### config.mk
export PLATFORM = sky130hd
export DESIGN_NAME = rational_arithmetic_unit_flat
export DESIGN_NICKNAME = d
export VERILOG_FILES = /design/src/sv/rau_pkg.sv /design/src/sv/rau_if.sv /design/src/sv/rau_div.sv /design/src/sv/rational_arithmetic_unit.sv /design/src/flat_wrapper.sv
export SDC_FILE = /design/constraint.sdc
export NUM_CORES = 2
export LEC_CHECK = 0
export BUFFER_PORTS_ARGS = -buffer_cell sky130_fd_sc_hd__clkbuf_2
export CAP_MARGIN = 20
export CORE_MARGIN = 4
export CORE_UTILIZATION = 30
export DETAILED_ROUTE_END_ITERATION = 6
export HOLD_SLACK_MARGIN = 0.08
export PLACE_DENSITY_LB_ADDON = 0.2
export SYNTH_ARGS = -nofsm -noshare
export SYNTH_HDL_FRONTEND = slang
export SYNTH_SLANG_ARGS = --single-unit
### constraint.sdc
create_clock -name clk_i -period 17.31 [get_ports clk_i]
set_clock_uncertainty 0.15 [all_clocks]
set_input_delay 2.5965 -clock clk_i [delete_from_list [all_inputs] [get_ports clk_i]]
set_output_delay 2.5965 -clock clk_i [all_outputs]
set_load 0.005 [all_outputs]
### src/sv/rau_pkg.sv
// Shared types and constants for the rational arithmetic unit
package rau_pkg;

  localparam int unsigned FieldW = 32;

  typedef enum logic [1:0] {
    ACT_ADD = 2'd0,
    ACT_MUL = 2'd1,
    ACT_EQ  = 2'd2,
    ACT_RED = 2'd3
  } action_e;

  // request to the shared divider
  typedef struct packed {
    logic start;
  } div_ctl_t;

endpackage

### src/sv/rau_if.sv
// Valid/ready channel interfaces for operand and result words
interface rau_in_if;
  import rau_pkg::*;
  logic              valid;
  logic              ready;
  logic [1:0]        action;
  logic signed [31:0] a_num;
  logic signed [31:0] a_den;
  logic signed [31:0] b_num;
  logic signed [31:0] b_den;
  modport source (output valid, action, a_num, a_den, b_num, b_den, input ready);
  modport sink   (input valid, action, a_num, a_den, b_num, b_den, output ready);
endinterface

interface rau_out_if;
  logic               valid;
  logic               ready;
  logic signed [31:0] res_num;
  logic signed [31:0] res_den;
  logic               is_equal;
  logic               bad_denominator;
  modport source (output valid, res_num, res_den, is_equal, bad_denominator, input ready);
  modport sink   (input valid, res_num, res_den, is_equal, bad_denominator, output ready);
endinterface

### src/sv/rau_div.sv
// Restoring signed divider, one quotient bit per cycle, C truncation semantics
module rau_div #(
  parameter int unsigned W = 32
) (
  input  logic                 clk_i,
  input  logic                 rst_ni,
  input  rau_pkg::div_ctl_t    ctl_i,
  input  logic [W-1:0]         dividend_i,
  input  logic [W-1:0]         divisor_i,
  output logic                 done_o,
  output logic [W-1:0]         quot_o,
  output logic [W-1:0]         rem_o
);
  import rau_pkg::*;

  localparam int unsigned CntW = $clog2(W + 1);

  logic [W-1:0]    rem_q, quo_q, dsr_q;
  logic [CntW-1:0] cnt_q;
  logic            busy_q, qneg_q, rneg_q, zero_q, done_q;
  logic [W-1:0]    dvd_a, dsr_a;
  logic [W:0]      trial;
  logic [W:0]      shifted;

  assign dvd_a   = dividend_i[W-1] ? (~dividend_i + 1'b1) : dividend_i;
  assign dsr_a   = divisor_i[W-1] ? (~divisor_i + 1'b1) : divisor_i;
  assign shifted = {rem_q, quo_q[W-1]};
  assign trial   = shifted - {1'b0, dsr_q};

  always_ff @(posedge clk_i or negedge rst_ni) begin
    if (!rst_ni) begin
      busy_q <= 1'b0;
      done_q <= 1'b0;
      cnt_q  <= '0;
    end else begin
      done_q <= 1'b0;
      if (ctl_i.start) begin
        busy_q <= 1'b1;
        cnt_q  <= CntW'(W);
        rem_q  <= '0;
        quo_q  <= dvd_a;
        dsr_q  <= dsr_a;
        qneg_q <= dividend_i[W-1] ^ divisor_i[W-1];
        rneg_q <= dividend_i[W-1];
        zero_q <= (divisor_i == '0);
      end else if (busy_q) begin
        if (!trial[W]) begin
          rem_q <= trial[W-1:0];
          quo_q <= {quo_q[W-2:0], 1'b1};
        end else begin
          rem_q <= shifted[W-1:0];
          quo_q <= {quo_q[W-2:0], 1'b0};
        end
        cnt_q <= cnt_q - 1'b1;
        if (cnt_q == CntW'(1)) begin
          busy_q <= 1'b0;
          done_q <= 1'b1;
        end
      end
    end
  end

  // divisor zero: quotient 0, remainder = dividend (shifted whole into rem_q)
  always_comb begin
    if (zero_q) begin
      quot_o = '0;
      rem_o  = rneg_q ? (~rem_q + 1'b1) : rem_q;
    end else begin
      quot_o = qneg_q ? (~quo_q + 1'b1) : quo_q;
      rem_o  = rneg_q ? (~rem_q + 1'b1) : rem_q;
    end
  end
  assign done_o = done_q;

endmodule

### src/sv/rational_arithmetic_unit.sv
// Top level: sequencer around one shared multiplier and one shared divider
// Every gcd step, every reduction and every lcm quotient is a pass through the
// single bit-serial divider (a start, one iteration per quotient bit, a done
// strobe); the work per word is set by the number of divides (Euclid remainder
// steps, up to about 47 per gcd and two gcds for the equality test, plus 2 to 4
// quotients). Each product is registered by the state that uses it. The input
// is ready only while the sequencer is idle; a finished result moves into its
// own output register, so a word waiting there stalls the sequencer only once
// the next one is done.
module rational_arithmetic_unit #(
  parameter int unsigned WIDTH = 32
) (
  input logic clk_i,
  input logic rst_ni,
  rau_in_if.sink    in_i,
  rau_out_if.source out_o
);
  import rau_pkg::*;

  localparam int unsigned W = WIDTH;

  typedef enum logic [4:0] {
    S_IDLE, S_GCD, S_GCD_W, S_RED_N, S_RED_NW, S_RED_D, S_RED_DW,
    S_ADD_M1, S_ADD_D1, S_ADD_D1W, S_ADD_M2, S_ADD_D2, S_ADD_D2W,
    S_ADD_M3, S_ADD_D3, S_ADD_D3W, S_ADD_FIN, S_MUL, S_OUT
  } state_e;

  // what to do after a reduction finishes
  typedef enum logic [1:0] {
    R_OUT, R_EQ_B, R_EQ_CMP
  } red_next_e;

  state_e       state_q;
  red_next_e    rnext_q;
  logic [1:0]   act_q;
  logic [W-1:0] an_q, ad_q, bn_q, bd_q;
  logic [W-1:0] m_q, n_q;      // gcd working pair
  logic [W-1:0] fn_q, fd_q;    // fraction being reduced
  logic [W-1:0] g_q, cd_q, t1_q, rn_q, rd_q, ran_q, rad_q, tmp_q;
  logic         bad_q, eq_q, ovalid_q;
  logic [W-1:0] onum_q, oden_q;
  logic         oeq_q, obad_q;

  logic [W-1:0] mul_a, mul_b, mul_p;
  logic [W-1:0] div_n, div_d, div_q, div_r;
  logic         div_done;
  div_ctl_t     div_ctl;

  logic [W-1:0] in_an, in_ad, in_bn, in_bd;

  assign in_an = W'(in_i.a_num);
  assign in_ad = W'(in_i.a_den);
  assign in_bn = W'(in_i.b_num);
  assign in_bd = W'(in_i.b_den);

  assign mul_p = W'(mul_a * mul_b);

  rau_div #(.W(W)) u_div (
    .clk_i, .rst_ni,
    .ctl_i(div_ctl),
    .dividend_i(div_n),
    .divisor_i(div_d),
    .done_o(div_done),
    .quot_o(div_q),
    .rem_o(div_r)
  );

  // operand selection for the shared units
  always_comb begin
    mul_a = ad_q;
    mul_b = bd_q;
    div_n = m_q;
    div_d = n_q;
    div_ctl.start = 1'b0;
    unique case (state_q)
      S_ADD_M2: begin mul_a = an_q; mul_b = cd_q; end
      S_ADD_M3: begin mul_a = bn_q; mul_b = cd_q; end
      S_MUL:    begin mul_a = an_q; mul_b = bn_q; end
      default: ;
    endcase
    unique case (state_q)
      S_GCD:    begin div_n = m_q;  div_d = n_q;  div_ctl.start = (n_q != '0); end
      S_RED_N:  begin div_n = fn_q; div_d = g_q;  div_ctl.start = 1'b1; end
      S_RED_D:  begin div_n = fd_q; div_d = g_q;  div_ctl.start = 1'b1; end
      S_ADD_D1: begin div_n = tmp_q; div_d = g_q; div_ctl.start = 1'b1; end
      S_ADD_D2: begin div_n = tmp_q; div_d = ad_q; div_ctl.start = 1'b1; end
      S_ADD_D3: begin div_n = tmp_q; div_d = bd_q; div_ctl.start = 1'b1; end
      default: ;
    endcase
  end

  assign in_i.ready            = (state_q == S_IDLE);
  assign out_o.valid           = ovalid_q;
  assign out_o.res_num         = 32'(signed'(onum_q));
  assign out_o.res_den         = 32'(signed'(oden_q));
  assign out_o.is_equal        = oeq_q;
  assign out_o.bad_denominator = obad_q;

  always_ff @(posedge clk_i or negedge rst_ni) begin
    if (!rst_ni) begin
      state_q  <= S_IDLE;
      rnext_q  <= R_OUT;
      ovalid_q <= 1'b0;
      onum_q   <= '0;
      oden_q   <= '0;
      oeq_q    <= 1'b0;
      obad_q   <= 1'b0;
    end else begin
      // output register: loaded from the finished word, freed on handshake
      if ((state_q == S_OUT) && (!ovalid_q || out_o.ready)) begin
        ovalid_q <= 1'b1;
        onum_q   <= rn_q;
        oden_q   <= rd_q;
        oeq_q    <= eq_q;
        obad_q   <= bad_q;
      end else if (out_o.valid && out_o.ready) begin
        ovalid_q <= 1'b0;
      end
      unique case (state_q)
        S_IDLE: if (in_i.valid) begin
          act_q <= in_i.action;
          eq_q  <= 1'b0;
          rn_q  <= '0;
          rd_q  <= W'(1);
          bad_q <= (in_ad == '0) ||
                   ((in_i.action != ACT_RED) && (in_bd == '0));
          an_q  <= (in_ad == '0) ? '0 : in_an;
          ad_q  <= (in_ad == '0) ? W'(1) : in_ad;
          bn_q  <= (in_bd == '0) ? '0 : in_bn;
          bd_q  <= (in_bd == '0) ? W'(1) : in_bd;
          unique case (action_e'(in_i.action))
            ACT_ADD: begin
              m_q <= (in_ad == '0) ? W'(1) : in_ad;
              n_q <= (in_bd == '0) ? W'(1) : in_bd;
              state_q <= S_GCD;
              rnext_q <= R_OUT;
            end
            ACT_MUL: state_q <= S_MUL;
            ACT_EQ, ACT_RED: begin
              fn_q <= (in_ad == '0) ? '0 : in_an;
              fd_q <= (in_ad == '0) ? W'(1) : in_ad;
              m_q  <= (in_ad == '0) ? '0 : in_an;
              n_q  <= (in_ad == '0) ? W'(1) : in_ad;
              rnext_q <= (in_i.action == ACT_EQ) ? R_EQ_B : R_OUT;
              state_q <= S_GCD;
            end
            default: ;
          endcase
        end
        S_MUL: begin
          // product denominator needs the multiplier too: take it next
          fn_q <= mul_p;
          m_q  <= mul_p;
          state_q <= S_ADD_FIN;
        end
        S_GCD: begin
          if (n_q == '0) begin
            g_q <= m_q;
            state_q <= (act_q == ACT_ADD) ? S_ADD_M1 : S_RED_N;
          end else begin
            state_q <= S_GCD_W;
          end
        end
        S_GCD_W: if (div_done) begin
          m_q <= n_q;
          n_q <= div_r;
          state_q <= S_GCD;
        end
        S_RED_N:  state_q <= S_RED_NW;
        S_RED_NW: if (div_done) begin
          tmp_q <= div_q;
          state_q <= S_RED_D;
        end
        S_RED_D:  state_q <= S_RED_DW;
        S_RED_DW: if (div_done) begin
          if (div_q == '0) begin
            bad_q <= 1'b1;
            ran_q <= '0;
            rad_q <= W'(1);
          end else begin
            ran_q <= tmp_q;
            rad_q <= div_q;
          end
          unique case (rnext_q)
            R_EQ_B: begin
              fn_q <= bn_q; fd_q <= bd_q; m_q <= bn_q; n_q <= bd_q;
              rnext_q <= R_EQ_CMP;
              state_q <= S_GCD;
            end
            R_EQ_CMP: begin
              eq_q <= (ran_q == ((div_q == '0) ? '0 : tmp_q)) &&
                      (rad_q == ((div_q == '0) ? W'(1) : div_q));
              state_q <= S_OUT;
            end
            default: begin
              rn_q <= (div_q == '0) ? '0 : tmp_q;
              rd_q <= (div_q == '0) ? W'(1) : div_q;
              state_q <= S_OUT;
            end
          endcase
        end
        S_ADD_M1: begin
          tmp_q <= mul_p;   // ad*bd
          state_q <= S_ADD_D1;
        end
        S_ADD_D1:  state_q <= S_ADD_D1W;
        S_ADD_D1W: if (div_done) begin
          cd_q <= div_q;
          state_q <= S_ADD_M2;
        end
        S_ADD_M2: begin tmp_q <= mul_p; state_q <= S_ADD_D2; end
        S_ADD_D2:  state_q <= S_ADD_D2W;
        S_ADD_D2W: if (div_done) begin
          t1_q <= div_q;
          state_q <= S_ADD_M3;
        end
        S_ADD_M3: begin tmp_q <= mul_p; state_q <= S_ADD_D3; end
        S_ADD_D3:  state_q <= S_ADD_D3W;
        S_ADD_D3W: if (div_done) begin
          if (cd_q == '0) begin
            bad_q <= 1'b1;
            rn_q  <= '0;
            rd_q  <= W'(1);
          end else begin
            rn_q <= t1_q + div_q;
            rd_q <= cd_q;
          end
          state_q <= S_OUT;
        end
        S_ADD_FIN: begin
          // multiply path: denominator product ready (mul defaults to ad*bd)
          if (mul_p == '0) begin
            bad_q <= 1'b1;
            fn_q <= '0; fd_q <= W'(1); m_q <= '0; n_q <= W'(1);
          end else begin
            fd_q <= mul_p; n_q <= mul_p;
          end
          rnext_q <= R_OUT;
          state_q <= S_GCD;
        end
        S_OUT: if (!ovalid_q || out_o.ready) begin
          state_q <= S_IDLE;
        end
        default: state_q <= S_IDLE;
      endcase
    end
  end

endmodule

### src/flat_wrapper.sv
// flat-port wrapper written by rule: the top's interface ports become plain ports
module rational_arithmetic_unit_flat import rau_pkg::*;
#(
  parameter int unsigned WIDTH = 32
)
  (clk_i, rst_ni, in_i_valid, in_i_action, in_i_a_num, in_i_a_den, in_i_b_num, in_i_b_den, in_i_ready, out_o_valid, out_o_res_num, out_o_res_den, out_o_is_equal, out_o_bad_denominator, out_o_ready);
  rau_in_if in_i_i ();
  rau_out_if out_o_i ();
  input logic clk_i;
  input logic rst_ni;
  input wire logic [$bits(in_i_i.valid)-1:0] in_i_valid;
  input wire logic [$bits(in_i_i.action)-1:0] in_i_action;
  input wire logic [$bits(in_i_i.a_num)-1:0] in_i_a_num;
  input wire logic [$bits(in_i_i.a_den)-1:0] in_i_a_den;
  input wire logic [$bits(in_i_i.b_num)-1:0] in_i_b_num;
  input wire logic [$bits(in_i_i.b_den)-1:0] in_i_b_den;
  output wire logic [$bits(in_i_i.ready)-1:0] in_i_ready;
  output wire logic [$bits(out_o_i.valid)-1:0] out_o_valid;
  output wire logic [$bits(out_o_i.res_num)-1:0] out_o_res_num;
  output wire logic [$bits(out_o_i.res_den)-1:0] out_o_res_den;
  output wire logic [$bits(out_o_i.is_equal)-1:0] out_o_is_equal;
  output wire logic [$bits(out_o_i.bad_denominator)-1:0] out_o_bad_denominator;
  input wire logic [$bits(out_o_i.ready)-1:0] out_o_ready;
  assign in_i_i.valid = in_i_valid;
  assign in_i_i.action = in_i_action;
  assign in_i_i.a_num = in_i_a_num;
  assign in_i_i.a_den = in_i_a_den;
  assign in_i_i.b_num = in_i_b_num;
  assign in_i_i.b_den = in_i_b_den;
  assign in_i_ready = in_i_i.ready;
  assign out_o_valid = out_o_i.valid;
  assign out_o_res_num = out_o_i.res_num;
  assign out_o_res_den = out_o_i.res_den;
  assign out_o_is_equal = out_o_i.is_equal;
  assign out_o_bad_denominator = out_o_i.bad_denominator;
  assign out_o_i.ready = out_o_ready;
  rational_arithmetic_unit #(.WIDTH(WIDTH)) u_core (.clk_i(clk_i), .rst_ni(rst_ni), .in_i(in_i_i), .out_o(out_o_i));
endmodule
Yosys cells after proc, flatten, opt, wreduce, memory -nomap -nowiden
Index checks and enable logic that the tools add are counted.
{"block": "op_classes", "addsub": 7, "mul": 1, "eq_ne": 43, "n_mux": 94, "bitwise_logic": 5, "n_reduce_logical": 54}
{"op": "$mux W32", "count": 38}
{"op": "$pmux W32 S3", "count": 5}
{"op": "$pmux W32 S2", "count": 5}
{"op": "$pmux W32 S4", "count": 2}
{"op": "$logic_not A32 Y1", "count": 7}
{"op": "$pmux W32 S5", "count": 1}
{"op": "$add A32 B1 Y32 const B", "count": 4}
{"op": "$not A32 Y32", "count": 4}
{"op": "$pmux W5 S19", "count": 1}
{"op": "$eq A32 B32 Y1", "count": 2}
{"op": "$mux W5", "count": 10}
{"op": "$eq A5 B4 Y1 const B", "count": 8}
{"op": "$sub A33 B32 Y33", "count": 1}
{"op": "$add A32 B32 Y32", "count": 1}
{"op": "$mul A32 B32 Y32", "count": 1}
{"op": "$reduce_bool A32 Y1", "count": 1}
{"op": "$mux W31", "count": 1}
{"op": "$reduce_and A8 Y1", "count": 3}
{"op": "$ne A2 B2 Y1 const B", "count": 11}
{"op": "$eq A5 B3 Y1 const B", "count": 4}
{"op": "$mux W1", "count": 19}
{"op": "$reduce_and A3 Y1", "count": 6}
{"op": "$eq A5 B5 Y1 const B", "count": 3}
{"op": "$reduce_and A7 Y1", "count": 2}
{"op": "32 further kinds", "count": 64}
{"block": "totals", "regBits": 697, "input_bits": 134, "output_inout_bits": 68, "elab_cells": 240}

Logic depth before layout (Yosys ltp)
{"block": "logic_depth", "word_depth": 11, "mapped_depth": 40}

Cells and area by module
A second synthesis with hierarchy kept.
{"block": "hier_totals", "hier_cells": 5331, "area_unflattened_um2": 53955.5}
{"module": "rational_arithmetic_unit", "instances": 1, "cells_per_inst": 4262, "area_each_um2": 44767.9, "seq_area_each_um2": 17346.6}
{"module": "rau_div", "instances": 1, "cells_per_inst": 1069, "area_each_um2": 9187.6, "seq_area_each_um2": 3173.0}

Least setup slack after synthesis
No wires, ideal clock.
{"block": "synth_path", "path_type": "register to register", "from": "register u_core.state_q[1]", "to": "register u_core.m_q[0] (enable)", "arrival_time_ns": 11.924, "setup_slack_ns": 4.767, "path_stages_with_launch": 40, "path_buffers": 9, "cell_sequence": "dfrtp_1 buf_2 or3_1 buf_2 nor2_8 nor2_1 buf_6 buf_6 buf_2 buf_2 buf_1 a222oi_1 clkbuf_1 nor2_1 fa_1 inv_1 fa_1 fa_1 [... 4 more ...] fa_1 inv_1 fa_1 fa_1 ha_1 clkbuf_1 nand2_1 o21ai_0 o41ai_1 a21boi_0 nand2_1 a2111o_1 a31o_2 a21oi_1 xnor3_1 nor4_2 nor2_1 a211oi_1"}
{"block": "synth_via", "elab_chain_cells": 7, "elab_cells_between_ends": 21, "classes_between": "mul: 1; eq/ne: 12; mux: 2; reduce/logical: 6"}
{"element": "start, declared", "line": "rational_arithmetic_unit.sv:33", "source": "state_e state_q;"}
{"element": "start signal, assigned", "line": "rational_arithmetic_unit.sv:159", "source": "state_q <= (act_q == ACT_ADD) ? S_ADD_M1 : S_RED_N;"}
{"element": "$eq A5 B5 Y1 / $eq A5 B4 Y1 (equally long branches)", "line": "rational_arithmetic_unit.sv:75, rational_arithmetic_unit.sv:119"}
{"element": "$reduce_or A2 Y1 (no line)"}
{"element": "$pmux W32 S2", "line": "rational_arithmetic_unit.sv:75", "source": "unique case (state_q)"}
{"element": "$mul A32 B32 Y32", "line": "rational_arithmetic_unit.sv:56", "source": "assign mul_p = W'(mul_a * mul_b);"}
{"element": "$logic_not A32 Y1", "line": "rational_arithmetic_unit.sv:232", "source": "if (mul_p == '0) begin"}
{"element": "$ne A2 B1 Y1 (no line)"}
{"element": "$reduce_and A8 Y1 (no line) *"}
{"element": "end signal, assigned", "line": "rational_arithmetic_unit.sv:133", "source": "m_q <= (in_ad == '0) ? W'(1) : in_ad;"}
{"element": "end signal, assigned", "line": "rational_arithmetic_unit.sv:142", "source": "m_q <= (in_ad == '0) ? '0 : in_an;"}
{"element": "end signal, assigned", "line": "rational_arithmetic_unit.sv:153", "source": "m_q <= mul_p;"}
{"element": "end, declared", "line": "rational_arithmetic_unit.sv:37", "source": "logic [W-1:0] m_q, n_q;"}
Mark *: on every way between the ends. The rest lies on a longest branch, timed or not.
A chain may end at the register's enable or synchronous reset.

Final worst setup path
{"block": "layout_path", "from": "register u_core.state_q[3]", "to": "register u_core.m_q[23] (enable)"}
The elaborated chain is that of the path after synthesis.

==> flow_summary.ini <==
[die]
dieArea_um2 = 185600
die_y_um = 430.8
start_util = 0.3032
rows = 154
core_um2 = 176900
ios = 202
die_w_um = 430.8

[final_layout]
fin_area_um2 = 60430
multiInputGateArea_um2 = 30160
areaGrowthSynthToFinish_pct = 12.68
postLayoutCoreUtil = 0.3416
fill_cells = 18090
register_area_um2 = 20520
final_nets = 6092
layout-drive-gt1-share = 0.1300
instances_no_fill = 7769

[global_route]
grt_pass1_vias = 41550
grtUsageTotal = 0.2429
grt_max_degree = 73
overflow = 0
antenna_found_initial = 19
grt_pass1_wl_um = 321800

[power_and_ir_drop]
finalPower_mw = 4.486
p_seq_frac = 0.446
power_switching_mw = 1.262
power_leakage_nw = 24.94
clkPwrFrac = 0.401
share_comb_of_total_power = 0.153
p_int_mw = 3.224
irDropWorstVdd_mv = 0.1080
swShare = 0.2813
power_density_nw_per_um2 = 74.23

[placement]
place.detailed.hpwl_um = 177500
dpl_cell_area_um2 = 57640
gp_congestion = 0.9480
dp_slack_ns = 4.839
portBuffers = 201
dp.cells = 7606

[yosys]
synth_cells = 5262
avgSynthCellArea_um2 = 10.19
synth.distinct_cells = 88
synth_seq_cells = 697
syn_nets = 6000
synth_edf_count = 615
async_flop_share = 0.1176
synth_warnings = 0
synthesis.area_um2 = 53630
synth-main-ff-cell = edfxtp_1
yosysSeqAreaShare = 0.3826

[timing]
fin_crit_ns = 12.90
hold_viol = 0
post-route-worst-setup-slack_ns = 4.413
worst_pin_slew_ns = 1.221
whs_ns = 0.3171
slew_headroom = 0.1859
setup_tns_ns = 0
drv_slew = 0
fmax_mhz = 77.54
rsz0062_at_grt = no
setup-violations-final = 0
final.period_utilization = 0.7451

[route]
drc = 10
routed_wl_um = 230000
via_per_inst = 5.465
met1_length_um = 94850
drtIter0Drc = 4489
ant_nets = 0
firstDrtPassIters = 7
wire_per_inst_um = 29.61
wl_met3_um = 17240
highest_layer = met5
vias = 42460
met2RoutedLength_um = 103400

[cts]
cts_tree = yes
ctsLongestPathBuffers = 3
numCtsBuffers = 84
clkTransAtPathRegs_ns = 0.07
cts_hold_buf = 0
clk-insertion-delay-late_ns = 0.72
cts_max_level = 3
clock-sinks = 697
cts_resized = 0
postCtsSetupRepairBufs = 0
root_buffer = clkbuf_16

[critical_path]
crit_path_top_delay_cell = nor4_1
end_kind = register
start_kind = register
crit_type = reg -> reg
cp_max_fo = 32
max_stage_delay_ns = 0.93
path_delay_family = simple AND/OR/NAND/NOR gates
cp.required_ns = 17.49
cp.buffers_inverters = 8
timing.critical_path.mode_cell = fa_1
crit_arrival_ns = 13.08

[worst_hold_path]
hp-class = reg -> reg

[outcome]
violations = DRC
run_status = complete, but fails checks

[job]
drv_cap = 0
[cells in the final DEF (no fill, tap or decap), types with 51 or more instances in the layout]
cell type and n:
a22o_1 159, or2_2 82, nor3_1 56, mux2i_1 57, clkbuf_2 199, fa_1 410, nand2_1 479, nor2b_1 65
ha_1 194, nand3_1 71, inv_1 507, mux2_2 81, xnor2_1 161, o21ai_0 218, buf_4 141, a221oi_1 65
xor2_1 97, and2_1 79, nand2b_1 57, dfrtp_1 81, clkbuf_16 87, edfxtp_1 615, nor2_1 537, a21oi_1 158
a22oi_1 51
[layout make-up]
| type | count | area share |
|---|---|---|
| Sequential cell | 697 | 0.3396 |
| Tap cell | 2340 | 0.04845 |
| Clock buffer | 121 | 0.03996 |
| Clock inverter | 33 | 0.005114 |
| Timing Repair Buffer | 347 | 0.03605 |
| Multi-Input combinational cell | 3717 | 0.4991 |
| Antenna cell | 7 | 0.0002899 |
| Inverter | 507 | 0.03149 |
[synthesized netlist by cell type, types with 26 or more instances]
library cell    n  area, µm²
or2_2          82      513.0
buf_2          26      130.1
nor4_1         49      306.5
nand3_1        71      355.3
dfrtp_1        82       2052
mux2i_1        57      570.6
and2_1         81      506.7
nand2_1       482       1809
nand4_1        28      175.2
nor2_1        550       2064
a211oi_1       45      337.8
inv_1         507       1903
nand2b_1       57      356.6
edfxtp_1      615      18470
a221oi_1       68      595.6
or3_1          35      219.0
ha_1          194       2427
and3_1         28      175.2
a31oi_1        36      225.2
buf_1          26      97.59
o21ai_0       218       1091
a22oi_1        51      382.9
a21o_1         50      375.4
mux2_2         81      912.1
xnor2_1       162       1419
clkbuf_1      284       1066
fa_1          410       8208
a22o_1        159       1393
xor2_1         98      858.3
nor3_1         58      290.3
nor2b_1        65      406.6
a21oi_1       169      845.8
[power groups by stage]
stage,sequential [mW],combinational [mW],clock (mW)
global route,2.01,0.769,1.90
floorplan,1.99,0.499,0
global placement,2.03,0.681,0
finish,2.00,0.686,1.80
CTS,2.00,0.690,1.83
detailed placement,2.04,0.685,0
[routing by layer]
metal  GRT usage  up-vias
met4      0.1314        4
li1            -    18560
met5           0        -
met2      0.3794     1898
met1      0.3194    21580
met3     0.04480      418
[logic make-up (layout without fill, tap and decap cells)]
logic type | count (synthesis) | in the layout | synth area share
compound gates | 1038 | 1038 | 0.1363
xor+xnor | 274 | 274 | 0.04822
fa+ha+maj | 604 | 604 | 0.1983
buf+inv | 848 | 1008 | 0.06066
flops | 697 | 697 | 0.3826
mux | 138 | 138 | 0.02765
other cells | 0 | 7 | 0
simple gates | 1663 | 1663 | 0.1463
[worst paths after layout]
check	start	to	slack, ns	depth (start not counted)
worst min register to register	u_core.m_q[1]	u_core.g_q[1]	0.32	0
min in group asynchronous	rst_ni	u_core.state_q[4]	1.58	1
worst max register to register	u_core.state_q[3]	u_core.m_q[23]	4.41	34
max in group asynchronous	rst_ni	u_core.out_o.res_den[8]	13.56	3
worst max-delay path	u_core.state_q[3]	u_core.m_q[23]	4.41	34
worst min-delay path	u_core.m_q[1]	u_core.g_q[1]	0.32	0
Power figures use the tool's default switching activity.
